### src/id_set_table_with_sort_top_assert.svh
// Assertion macros for the ID set table.
// Included by the top level; expects clk_i and rst_ni in scope.
`ifndef ID_SET_TABLE_WITH_SORT_TOP_ASSERT_SVH
`define ID_SET_TABLE_WITH_SORT_TOP_ASSERT_SVH
`ifndef ASSERT_OFF
`define ISTS_ASSERT(label, prop, msg) \
  label: assert property (@(posedge clk_i) disable iff (!rst_ni) (prop)) else $error(msg);
`define ISTS_ASSERT_ALWAYS(label, prop, msg) \
  label: assert property (@(posedge clk_i) (prop)) else $error(msg);
`else
`define ISTS_ASSERT(label, prop, msg)
`define ISTS_ASSERT_ALWAYS(label, prop, msg)
`endif
`endif

### src/ists_pkg.sv
// Shared constants, opcodes and the comb sort gap shrink for the ID set table.
// No dependencies.
package ists_pkg;

  localparam int CAPACITY = 64;
  localparam int ID_W     = 32;
  localparam int IDX_W    = $clog2(CAPACITY);
  localparam int CNT_W    = $clog2(CAPACITY + 1);
  localparam int OP_W     = 3;

  localparam logic [OP_W-1:0] OP_INSERT = 3'd0;
  localparam logic [OP_W-1:0] OP_LOOKUP = 3'd1;
  localparam logic [OP_W-1:0] OP_DELETE = 3'd2;
  localparam logic [OP_W-1:0] OP_SORT   = 3'd3;
  localparam logic [OP_W-1:0] OP_READ   = 3'd4;

  // gap*10/13 as gap * (10 * ceil(2^16/13)) >> 16, exact for gap*10 below 6553
  localparam int GAP_SHIFT = 16;
  localparam int GAP_MUL   = 10 * ((1 << GAP_SHIFT) / 13 + 1);
  localparam int GAP_PW    = CNT_W + GAP_SHIFT + 4;

  function automatic logic [CNT_W-1:0] gap_shrink(input logic [CNT_W-1:0] gap);
    logic [GAP_PW-1:0] prod;
    prod = GAP_PW'(gap) * GAP_PW'(GAP_MUL);
    return prod[GAP_SHIFT +: CNT_W];
  endfunction

endpackage

### src/ists_req_if.sv
// Request channel of the ID set table: valid/ready plus command payload.
// Depends on ists_pkg.
interface ists_req_if;
  logic                      valid;
  logic                      ready;
  logic [ists_pkg::OP_W-1:0] op;
  logic [ists_pkg::ID_W-1:0] id;
  logic [ists_pkg::IDX_W-1:0] index;

  modport source (output valid, op, id, index, input ready);
  modport sink   (input valid, op, id, index, output ready);
endinterface

### src/ists_rsp_if.sv
// Response channel of the ID set table: valid/ready plus result payload.
// Depends on ists_pkg.
interface ists_rsp_if;
  logic                       valid;
  logic                       ready;
  logic                       found;
  logic                       full_res;
  logic [ists_pkg::ID_W-1:0]  entry_id;
  logic                       entry_valid;
  logic [ists_pkg::CNT_W-1:0] count;

  modport source (output valid, found, full_res, entry_id, entry_valid, count, input ready);
  modport sink   (input valid, found, full_res, entry_id, entry_valid, count, output ready);
endinterface

### src/ists_ram.sv
// Generic simple dual-port RAM: one write port, one read port, registered read.
// No dependencies.
module ists_ram #(
  parameter int WIDTH = 32,
  parameter int DEPTH = 64
) (
  input  logic                     clk_i,
  input  logic                     we_i,
  input  logic [$clog2(DEPTH)-1:0] waddr_i,
  input  logic [WIDTH-1:0]         wdata_i,
  input  logic                     re_i,
  input  logic [$clog2(DEPTH)-1:0] raddr_i,
  output logic [WIDTH-1:0]         rdata_o
);

  logic [WIDTH-1:0] mem [DEPTH];
  logic [WIDTH-1:0] rdata_q;

  always_ff @(posedge clk_i) begin
    if (we_i) begin
      mem[waddr_i] <= wdata_i;
    end
    if (re_i) begin
      rdata_q <= mem[raddr_i];
    end
  end

  assign rdata_o = rdata_q;

endmodule

### src/id_set_table_with_sort_top.sv
// ID set table: packed list of unique IDs in one RAM, with a sequencer.
// Depends on ists_pkg, ists_req_if, ists_rsp_if, ists_ram and the assert header.
//
// Usage: commands arrive on req_i (op, id, index), one result per command
// leaves on rsp_o. Both channels move a request when valid and ready are high.
// The block takes one command at a time; req_i.ready is high while idle, even
// while an earlier result still waits in the output register.
// Operation, with n the stored count, all through the single RAM read port:
//   insert, lookup: scan of up to n entries, one entry compared per cycle
//   delete: scan, then on a hit read of the last entry and move
//   read: one RAM read, none past the count; unused opcodes: result only
//   sort: comb sort passes, each pair read, compared and swapped if needed
// Reset clears the count and the handshake state; the RAM is not cleared,
// only positions below the count are ever read.
// A stalled receiver holds the result in the output register; the next
// command is taken but finishes only once that result has left.
module id_set_table_with_sort_top (
  input  logic       clk_i,
  input  logic       rst_ni,
  ists_req_if.sink   req_i,
  ists_rsp_if.source rsp_o
);
  import ists_pkg::*;

  localparam logic [3:0] ST_IDLE   = 4'd0;
  localparam logic [3:0] ST_SCAN   = 4'd1;
  localparam logic [3:0] ST_DEL_RD = 4'd2;
  localparam logic [3:0] ST_DEL_WR = 4'd3;
  localparam logic [3:0] ST_READ   = 4'd4;
  localparam logic [3:0] ST_GAP    = 4'd5;
  localparam logic [3:0] ST_NEXT   = 4'd6;
  localparam logic [3:0] ST_RDA    = 4'd7;
  localparam logic [3:0] ST_RDB    = 4'd8;
  localparam logic [3:0] ST_CMP    = 4'd9;
  localparam logic [3:0] ST_SWB    = 4'd10;
  localparam logic [3:0] ST_RES    = 4'd11;

  logic [3:0]       state_q, state_d;
  logic [CNT_W-1:0] cnt_q, cnt_d;
  logic [OP_W-1:0]  op_q, op_d;
  logic [ID_W-1:0]  key_q, key_d;
  logic [IDX_W-1:0] pos_q, pos_d;
  logic [CNT_W-1:0] rd_q, rd_d;
  logic             cmp_vld_q, cmp_vld_d;
  logic [IDX_W-1:0] cmp_idx_q, cmp_idx_d;
  logic [IDX_W-1:0] slot_q, slot_d;
  logic [CNT_W-1:0] gap_q, gap_d;
  logic [CNT_W-1:0] k_q, k_d;
  logic             swap_q, swap_d;
  logic [ID_W-1:0]  a_q, a_d;

  logic             res_found_q, res_found_d;
  logic             res_full_q, res_full_d;
  logic [ID_W-1:0]  res_eid_q, res_eid_d;
  logic             res_evld_q, res_evld_d;

  logic             out_vld_q, out_vld_d;
  logic             out_found_q, out_full_q, out_evld_q;
  logic [ID_W-1:0]  out_eid_q;
  logic [CNT_W-1:0] out_cnt_q;
  logic             out_load;

  logic             ram_we, ram_re;
  logic [IDX_W-1:0] ram_waddr, ram_raddr;
  logic [ID_W-1:0]  ram_wdata, ram_rdata;

  logic             req_acc;
  logic [CNT_W:0]   pair_end;
  logic [CNT_W-1:0] gap_new;

  assign req_acc  = req_i.valid && req_i.ready;
  assign pair_end = {1'b0, k_q} + {1'b0, gap_q};
  assign gap_new  = gap_shrink(gap_q);
  assign out_load = (state_q == ST_RES) && (!out_vld_q || rsp_o.ready);

  ists_ram #(
    .WIDTH (ID_W),
    .DEPTH (CAPACITY)
  ) u_ram (
    .clk_i   (clk_i),
    .we_i    (ram_we),
    .waddr_i (ram_waddr),
    .wdata_i (ram_wdata),
    .re_i    (ram_re),
    .raddr_i (ram_raddr),
    .rdata_o (ram_rdata)
  );

  always_comb begin
    state_d     = state_q;
    cnt_d       = cnt_q;
    op_d        = op_q;
    key_d       = key_q;
    pos_d       = pos_q;
    rd_d        = rd_q;
    cmp_vld_d   = cmp_vld_q;
    cmp_idx_d   = cmp_idx_q;
    slot_d      = slot_q;
    gap_d       = gap_q;
    k_d         = k_q;
    swap_d      = swap_q;
    a_d         = a_q;
    res_found_d = res_found_q;
    res_full_d  = res_full_q;
    res_eid_d   = res_eid_q;
    res_evld_d  = res_evld_q;
    ram_we      = 1'b0;
    ram_waddr   = '0;
    ram_wdata   = '0;
    ram_re      = 1'b0;
    ram_raddr   = '0;

    case (state_q)
      ST_IDLE: begin
        if (req_acc) begin
          op_d        = req_i.op;
          key_d       = req_i.id;
          pos_d       = req_i.index;
          rd_d        = '0;
          cmp_vld_d   = 1'b0;
          res_found_d = 1'b0;
          res_full_d  = 1'b0;
          res_eid_d   = '0;
          res_evld_d  = 1'b0;
          case (req_i.op)
            OP_INSERT, OP_LOOKUP, OP_DELETE: state_d = ST_SCAN;
            OP_SORT: begin
              gap_d   = cnt_q;
              state_d = ST_GAP;
            end
            OP_READ: begin
              if (CNT_W'(req_i.index) < cnt_q) begin
                ram_re    = 1'b1;
                ram_raddr = req_i.index;
                state_d   = ST_READ;
              end else begin
                state_d = ST_RES;
              end
            end
            default: state_d = ST_RES;
          endcase
        end
      end

      // issue one read per cycle and compare the entry read the cycle before
      ST_SCAN: begin
        if (cmp_vld_q && ram_rdata == key_q) begin
          case (op_q)
            OP_DELETE: begin
              slot_d  = cmp_idx_q;
              state_d = ST_DEL_RD;
            end
            default: begin
              res_found_d = 1'b1;
              state_d     = ST_RES;
            end
          endcase
        end else if (rd_q < cnt_q) begin
          ram_re    = 1'b1;
          ram_raddr = rd_q[IDX_W-1:0];
          cmp_vld_d = 1'b1;
          cmp_idx_d = rd_q[IDX_W-1:0];
          rd_d      = rd_q + 1'b1;
        end else if (cmp_vld_q) begin
          cmp_vld_d = 1'b0;
        end else begin
          // miss: only insert changes the table
          if (op_q == OP_INSERT) begin
            if (cnt_q == CNT_W'(CAPACITY)) begin
              res_full_d = 1'b1;
            end else begin
              ram_we    = 1'b1;
              ram_waddr = cnt_q[IDX_W-1:0];
              ram_wdata = key_q;
              cnt_d     = cnt_q + 1'b1;
            end
          end
          state_d = ST_RES;
        end
      end

      ST_DEL_RD: begin
        ram_re    = 1'b1;
        ram_raddr = IDX_W'(cnt_q - 1'b1);
        state_d   = ST_DEL_WR;
      end

      // move the last entry into the freed slot
      ST_DEL_WR: begin
        ram_we      = 1'b1;
        ram_waddr   = slot_q;
        ram_wdata   = ram_rdata;
        cnt_d       = cnt_q - 1'b1;
        res_found_d = 1'b1;
        state_d     = ST_RES;
      end

      ST_READ: begin
        res_eid_d  = ram_rdata;
        res_evld_d = 1'b1;
        state_d    = ST_RES;
      end

      ST_GAP: begin
        gap_d   = (gap_new <= CNT_W'(1)) ? CNT_W'(1) : gap_new;
        k_d     = '0;
        swap_d  = 1'b0;
        state_d = ST_NEXT;
      end

      ST_NEXT: begin
        if (pair_end < {1'b0, cnt_q}) begin
          state_d = ST_RDA;
        end else if (gap_q == CNT_W'(1) && !swap_q) begin
          state_d = ST_RES;
        end else begin
          state_d = ST_GAP;
        end
      end

      ST_RDA: begin
        ram_re    = 1'b1;
        ram_raddr = k_q[IDX_W-1:0];
        state_d   = ST_RDB;
      end

      ST_RDB: begin
        ram_re    = 1'b1;
        ram_raddr = pair_end[IDX_W-1:0];
        a_d       = ram_rdata;
        state_d   = ST_CMP;
      end

      // swap: write the smaller entry low now, the larger one next cycle
      ST_CMP: begin
        if (a_q > ram_rdata) begin
          ram_we    = 1'b1;
          ram_waddr = k_q[IDX_W-1:0];
          ram_wdata = ram_rdata;
          swap_d    = 1'b1;
          state_d   = ST_SWB;
        end else begin
          k_d     = k_q + 1'b1;
          state_d = ST_NEXT;
        end
      end

      ST_SWB: begin
        ram_we    = 1'b1;
        ram_waddr = pair_end[IDX_W-1:0];
        ram_wdata = a_q;
        k_d       = k_q + 1'b1;
        state_d   = ST_NEXT;
      end

      ST_RES: begin
        if (out_load) begin
          state_d = ST_IDLE;
        end
      end

      default: state_d = ST_IDLE;
    endcase
  end

  always_comb begin
    out_vld_d = out_vld_q;
    if (out_load) begin
      out_vld_d = 1'b1;
    end else if (rsp_o.ready) begin
      out_vld_d = 1'b0;
    end
  end

  always_ff @(posedge clk_i or negedge rst_ni) begin
    if (!rst_ni) begin
      state_q   <= ST_IDLE;
      cnt_q     <= '0;
      out_vld_q <= 1'b0;
    end else begin
      state_q   <= state_d;
      cnt_q     <= cnt_d;
      out_vld_q <= out_vld_d;
    end
  end

  always_ff @(posedge clk_i) begin
    op_q        <= op_d;
    key_q       <= key_d;
    pos_q       <= pos_d;
    rd_q        <= rd_d;
    cmp_vld_q   <= cmp_vld_d;
    cmp_idx_q   <= cmp_idx_d;
    slot_q      <= slot_d;
    gap_q       <= gap_d;
    k_q         <= k_d;
    swap_q      <= swap_d;
    a_q         <= a_d;
    res_found_q <= res_found_d;
    res_full_q  <= res_full_d;
    res_eid_q   <= res_eid_d;
    res_evld_q  <= res_evld_d;
    if (out_load) begin
      out_found_q <= res_found_q;
      out_full_q  <= res_full_q;
      out_eid_q   <= res_eid_q;
      out_evld_q  <= res_evld_q;
      out_cnt_q   <= cnt_q;
    end
  end

  assign req_i.ready       = (state_q == ST_IDLE);
  assign rsp_o.valid       = out_vld_q;
  assign rsp_o.found       = out_found_q;
  assign rsp_o.full_res    = out_full_q;
  assign rsp_o.entry_id    = out_eid_q;
  assign rsp_o.entry_valid = out_evld_q;
  assign rsp_o.count       = out_cnt_q;

`include "id_set_table_with_sort_top_assert.svh"

  `ISTS_ASSERT(a_cnt_bound, cnt_q <= CNT_W'(CAPACITY), "entry count above capacity")
  `ISTS_ASSERT(a_cnt_idle, (state_q == ST_IDLE) |=> (cnt_q == $past(cnt_q)), "count moved while idle")
  `ISTS_ASSERT(a_res_load, out_load |=> out_vld_q, "result not presented after load")
  `ISTS_ASSERT(a_rd_pos, (state_q == ST_READ) |-> (CNT_W'(pos_q) < cnt_q), "read past the count")
  `ISTS_ASSERT_ALWAYS(a_rst_idle, !rst_ni |=> (state_q == ST_IDLE && !out_vld_q), "not idle in reset")

endmodule

### src/flat_wrapper.sv
// flat-port wrapper written by rule: the top's interface ports become plain ports
module id_set_table_with_sort_top_flat import ists_pkg::*;
  (clk_i, rst_ni, req_i_valid, req_i_op, req_i_id, req_i_index, req_i_ready, rsp_o_valid, rsp_o_found, rsp_o_full_res, rsp_o_entry_id, rsp_o_entry_valid, rsp_o_count, rsp_o_ready);
  ists_req_if req_i_i ();
  ists_rsp_if rsp_o_i ();
  input  logic clk_i;
  input  logic rst_ni;
  input wire logic [$bits(req_i_i.valid)-1:0] req_i_valid;
  input wire logic [$bits(req_i_i.op)-1:0] req_i_op;
  input wire logic [$bits(req_i_i.id)-1:0] req_i_id;
  input wire logic [$bits(req_i_i.index)-1:0] req_i_index;
  output wire logic [$bits(req_i_i.ready)-1:0] req_i_ready;
  output wire logic [$bits(rsp_o_i.valid)-1:0] rsp_o_valid;
  output wire logic [$bits(rsp_o_i.found)-1:0] rsp_o_found;
  output wire logic [$bits(rsp_o_i.full_res)-1:0] rsp_o_full_res;
  output wire logic [$bits(rsp_o_i.entry_id)-1:0] rsp_o_entry_id;
  output wire logic [$bits(rsp_o_i.entry_valid)-1:0] rsp_o_entry_valid;
  output wire logic [$bits(rsp_o_i.count)-1:0] rsp_o_count;
  input wire logic [$bits(rsp_o_i.ready)-1:0] rsp_o_ready;
  assign req_i_i.valid = req_i_valid;
  assign req_i_i.op = req_i_op;
  assign req_i_i.id = req_i_id;
  assign req_i_i.index = req_i_index;
  assign req_i_ready = req_i_i.ready;
  assign rsp_o_valid = rsp_o_i.valid;
  assign rsp_o_found = rsp_o_i.found;
  assign rsp_o_full_res = rsp_o_i.full_res;
  assign rsp_o_entry_id = rsp_o_i.entry_id;
  assign rsp_o_entry_valid = rsp_o_i.entry_valid;
  assign rsp_o_count = rsp_o_i.count;
  assign rsp_o_i.ready = rsp_o_ready;
  id_set_table_with_sort_top u_core (.clk_i(clk_i), .rst_ni(rst_ni), .req_i(req_i_i), .rsp_o(rsp_o_i));
endmodule
### config.mk
export PLATFORM = sky130hd
export DESIGN_NAME = id_set_table_with_sort_top_flat
export DESIGN_NICKNAME = d
export VERILOG_FILES = /design/src/ists_pkg.sv /design/src/ists_req_if.sv /design/src/ists_rsp_if.sv /design/src/ists_ram.sv /design/src/id_set_table_with_sort_top.sv /design/src/flat_wrapper.sv
export VERILOG_INCLUDE_DIRS = /design/src /design/src/src
export SDC_FILE = /design/constraint.sdc
export NUM_CORES = 2
export LEC_CHECK = 0
export BUFFER_PORTS_ARGS = -buffer_cell sky130_fd_sc_hd__buf_2
export CORE_ASPECT_RATIO = 1.1
export CORE_MARGIN = 10
export CORE_UTILIZATION = 50
export CTS_BUF_LIST = sky130_fd_sc_hd__clkbuf_16
export CTS_CLUSTER_SIZE = 12
export DETAILED_ROUTE_END_ITERATION = 8
export HOLD_SLACK_MARGIN = 0.06
export PLACE_DENSITY_LB_ADDON = 0.25
export SYNTH_ARGS = -nofsm -noshare
export SYNTH_HDL_FRONTEND = slang
export SYNTH_SLANG_ARGS = --single-unit
### constraint.sdc
create_clock -name clk_i -period 5.8 [get_ports clk_i]
set_clock_uncertainty 0.1 [all_clocks]
set_input_delay 1.16 -clock clk_i [delete_from_list [all_inputs] [get_ports clk_i]]
set_output_delay 1.16 -clock clk_i [all_outputs]
set_load 0.1 [all_outputs]
==> metrics.md <==
| Metric | Value |
|---|---|
| Critical Path Start | `u_core.gap_q[2]` |
| Clk_lat worst skew | `around 0.90 ns` |
| Final core occ | `57.67%` |
| Reg2Reg Depth | `12` |
| Setup WS pre-CTS | `a little under 0.5 ns` |
| Crit-path max FO | `9` |
| Post-cts sizing count | `0` |
| Clk slew on worst S/H paths | `approximately 0.060 ns` |
| Max Transition Viols Final | `0` |
| First-pass GRT wire length | `~370000 µm` |
| Hold path start | `u_core.res_eid_q[10]` |
| Fill cells | `between 10000 and 15000` |
| HP Class | `flop to flop` |
| Final WL | `approximately 260000 µm` |
| # setup viols final | `0` |
| Clock Tree Root | `clkbuf_16` |
| Power per Cell Area | `around 570 nW/µm²` |
| Total GRT Usage | `around a quarter` |
| Unrepaired setup endpoints after global routing | `no` |
| Tmin final | `about 5.4 ns` |
| Cell depth of the worst setup path | `12` |
| TritonCTS clock tree | `built` |
| Final hold viol count | `0` |
| Setup TNS | `0 ns` |
| Gpl congestion | `a little over 0.9` |
| Chip height | `approximately 470 µm` |
| LEAKAGE | `~37 nW` |
| Synth Flop Type | `edfxtp_1` |
| Top Family by Delay on Critical Path | `compound AO/OA/AOI/OAI gates` |
| Largest net degree at the start of global routing | `approximately 90` |
| Post-synthesis register bit count | `2271` |
| Dpl hpwl | `roughly 160000 µm` |
| Ys Warns | `0` |
| Type of origin of the critical path | `flop` |
| Achievable clock frequency | `186.0 MHz` |
| EDFF count, synth | `2259` |
| Core box area | `about 180000 µm²` |
| Synth Cell Area | `91850 µm²` |
| First-pass detailed-route iteration total | `7` |
| Cells after synthesis | `a little under 6000` |
| Synthesized Nets | `~6000` |
| Syn avg cell area | `approximately 16 µm²` |
| Starting DRT DRC Count | `approximately 7400` |
| Worst rel slew slack | `19.79%` |
| Worst slew pin tran | `~1.2 ns` |
| Crit-path slowest cell | `a2111oi_0` |
| CTS Buf Count | `roughly 220` |
| Buffers added on ports | `88` |
| Clock sinks | `approximately 2300` |
| Worst path arrival time | `about 6.0 ns` |
| CP Cell Sequence | `ha_1, and3_1, nor2_1, xnor2_1, a222oi_1, and2_1, nand2_1, buf_4, a2111oi_0, a31oi_1, a31oi_1, or4_1` |
| Number of global-route vias before repair | `52673` |
| Hold_buf cts | `1` |
| Proportion of layout cells with a drive suffix above 1 | `around 16%` |
| VDD IR-drop max | `0.5801 mV` |
| CP Capture Type | `flop` |
| Routed vias | `~55000` |
| Bufs and invs on worst path | `1` |
| Crit Path Class | `flop to flop` |
| Row count | `between 150 and 200` |
| Post-synth cell types | `90` |
| Final period util | `around 90%` |
| Fin nets | `around 6400` |
| Async set-reset flop share out of synthesis | `0.5284%` |
| Most frequent CP cell | `a31oi_1` |
| Worst hold path stage count | `0` |
| Max-capacitance violation count | `0` |
| Initial antenna violation count | `16` |
| Max stage delay on crit path | `~0.92 ns` |
| Die Wd | `roughly 430 µm` |
| Per-cell routed wire length | `~30 µm` |
| I/O pin total | `about 90` |
| Initial Utilization | `just over 50%` |
| Critical path data required time | `6.45 ns` |
| Die area | `between 200000 and 250000 µm²` |
| Setup WS post-layout | `0.4232 ns` |
| Reg2reg start | `u_core.gap_q[2]` |
| Drc violations | `0` |
| Outcome | `complete, no violations` |
| Post-CTS Setup Bufs | `0` |
| GR Overflow Total | `0` |
| Via/cell ratio | `between 6 and 7` |
| P&R area growth vs syn | `14.40%` |
| Maximum root-to-sink buffer count | `3` |
| Register area share after synthesis | `74.18%` |
| Htree depth | `4` |
| ANT nets after route | `0` |
## Yosys cell counts (7+ instances only)
master / instances / area share, %
o311ai_0: 11 / 0.10
clkbuf_1: 150 / 0.61
nand3_1: 361 / 2.0
or2_2: 7 / 0.048
buf_6: 20 / 0.25
o21a_1: 7 / 0.057
o22ai_1: 69 / 0.47
a32oi_1: 42 / 0.40
and3_1: 64 / 0.44
nand2_1: 976 / 4.0
mux4_2: 141 / 3.5
buf_4: 37 / 0.30
nor3_1: 17 / 0.093
mux2i_1: 290 / 3.2
edfxtp_1: 2259 / 74
a221o_1: 17 / 0.19
xor2_1: 27 / 0.26
a31oi_1: 44 / 0.30
nor4_1: 25 / 0.17
a2111oi_0: 14 / 0.13
nor2b_1: 7 / 0.048
nand4_1: 73 / 0.50
and2_1: 11 / 0.075
a22oi_1: 97 / 0.79
a311oi_1: 22 / 0.21
buf_1: 29 / 0.12
inv_1: 91 / 0.37
a21o_1: 28 / 0.23
a31o_1: 16 / 0.15
nand2b_1: 7 / 0.048
o21ai_0: 99 / 0.54
dfrtp_1: 12 / 0.33
nor2_1: 148 / 0.60
o2111ai_1: 9 / 0.086
fa_1: 15 / 0.33
a221oi_1: 8 / 0.076
a211oi_1: 59 / 0.48
ha_1: 114 / 1.6
buf_2: 89 / 0.48
o211ai_1: 44 / 0.36
or3_1: 8 / 0.054
xnor2_1: 39 / 0.37
a21oi_1: 153 / 0.83
## cells in the final DEF, fill, tap and decap left out, drive strengths merged, types with 142 or more instances in the layout
| cell type | count |
|---|---|
| nor2 | 151 |
| buf | 453 |
| mux4 | 142 |
| clkbuf | 219 |
| edfxtp | 2259 |
| nand3 | 361 |
| mux2i | 290 |
| a21oi | 156 |
| nand2 | 976 |
| inv | 152 |
## metal layers
metal / vias to the layer above / routed length, µm / track usage [%]
met1: 28204 / 101400 / 34.97
met2: 3248 / 117800 / 38.10
met3: 483 / 27770 / 5.127
met5: - / 39 / 0
met4: 6 / 12230 / 10.99
li1: 23353 / - / -
## worst register-to-register path, stage by stage (launching register included)
cell and delay (ns):
edfxtp_1 0.59, ha_1 0.42, and3_1 0.19, nor2_1 0.13, xnor2_1 0.16, a222oi_1 0.74
and2_1 0.77, nand2_1 0.11, buf_4 0.18, a2111oi_0 0.92, a31oi_1 0.19, a31oi_1 0.54
or4_1 0.21
## flip-flops by register name, summed over array words and instances, names as in the netlist, 3 cells and up
register               flops
u_core.a_q                32
u_core.cmp_idx_q           6
u_core.cnt_q               7
u_core.gap_q               7
u_core.k_q                 7
u_core.key_q              32
u_core.op_q                3
u_core.rd_q                7
u_core.res_eid_q          32
u_core.rsp_o.count         7
u_core.rsp_o.entry_id     32
u_core.slot_q              6
u_core.state_q             4
u_core.u_ram.mem        2048
u_core.u_ram.rdata_o      32
## worst paths after layout
check	endpoint	slack (ns)
min	u_core.rsp_o.entry_id[10]	0.31
max reg2reg	u_core.u_ram.rdata_o[11]	0.42
max	u_core.u_ram.rdata_o[11]	0.42
max in group asynchronous	u_core.cnt_q[6]	4.76
min reg2reg	u_core.rsp_o.entry_id[10]	0.31
min in group asynchronous	u_core.state_q[3]	0.60
## area by class of cell
type / instances / area (µm²) / area share (%)
Inverter: 92 / 345.3 / 0.3286
Clock buffer: 219 / 5480 / 5.215
Timing Repair Buffer: 454 / 4554 / 4.334
Tap cell: 2407 / 3012 / 2.866
Multi-Input combinational cell: 3164 / 22710 / 21.61
Sequential cell: 2271 / 68140 / 64.84
Clock inverter: 110 / 833.3 / 0.7930
Antenna cell: 3 / 7.507 / 0.007144
## through the flow
stage	hold slack (ns)	cells	instance area, µm²	power [mW]
2_1_floorplan	0.3003	5856	91850	36.16
3_3_place_gp	0.3013	8387	98750	46.45
3_5_place_dp	0.3045	8387	98750	46.77
4_1_cts	0.2928	8717	105100	59.61
5_1_grt	0.3179	8717	105100	61.96
6_report	0.3099	8720	105100	59.89
## power by group
part           switching, mW  internal (mW)  leakage, nW  total (mW)
Sequential             0.811           21.5         21.0        22.4
Combinational           16.9           7.79         12.5        24.6
Clock                   5.93           6.95         3.27        12.9
## logic make-up after synthesis
| family | after synthesis | synth area share [%] |
|---|---|---|
| and+or+nand+nor | 1733 | 8.349 |
| xor gates and xnor gates | 66 | 0.6293 |
| buffers and inverters | 421 | 2.216 |
| adders and majority gates | 129 | 1.880 |
| muxes | 435 | 6.683 |
| AOI/OAI and AO/OA | 801 | 6.066 |
| DFF | 2271 | 74.18 |
Power figures use the tool's default switching activity.
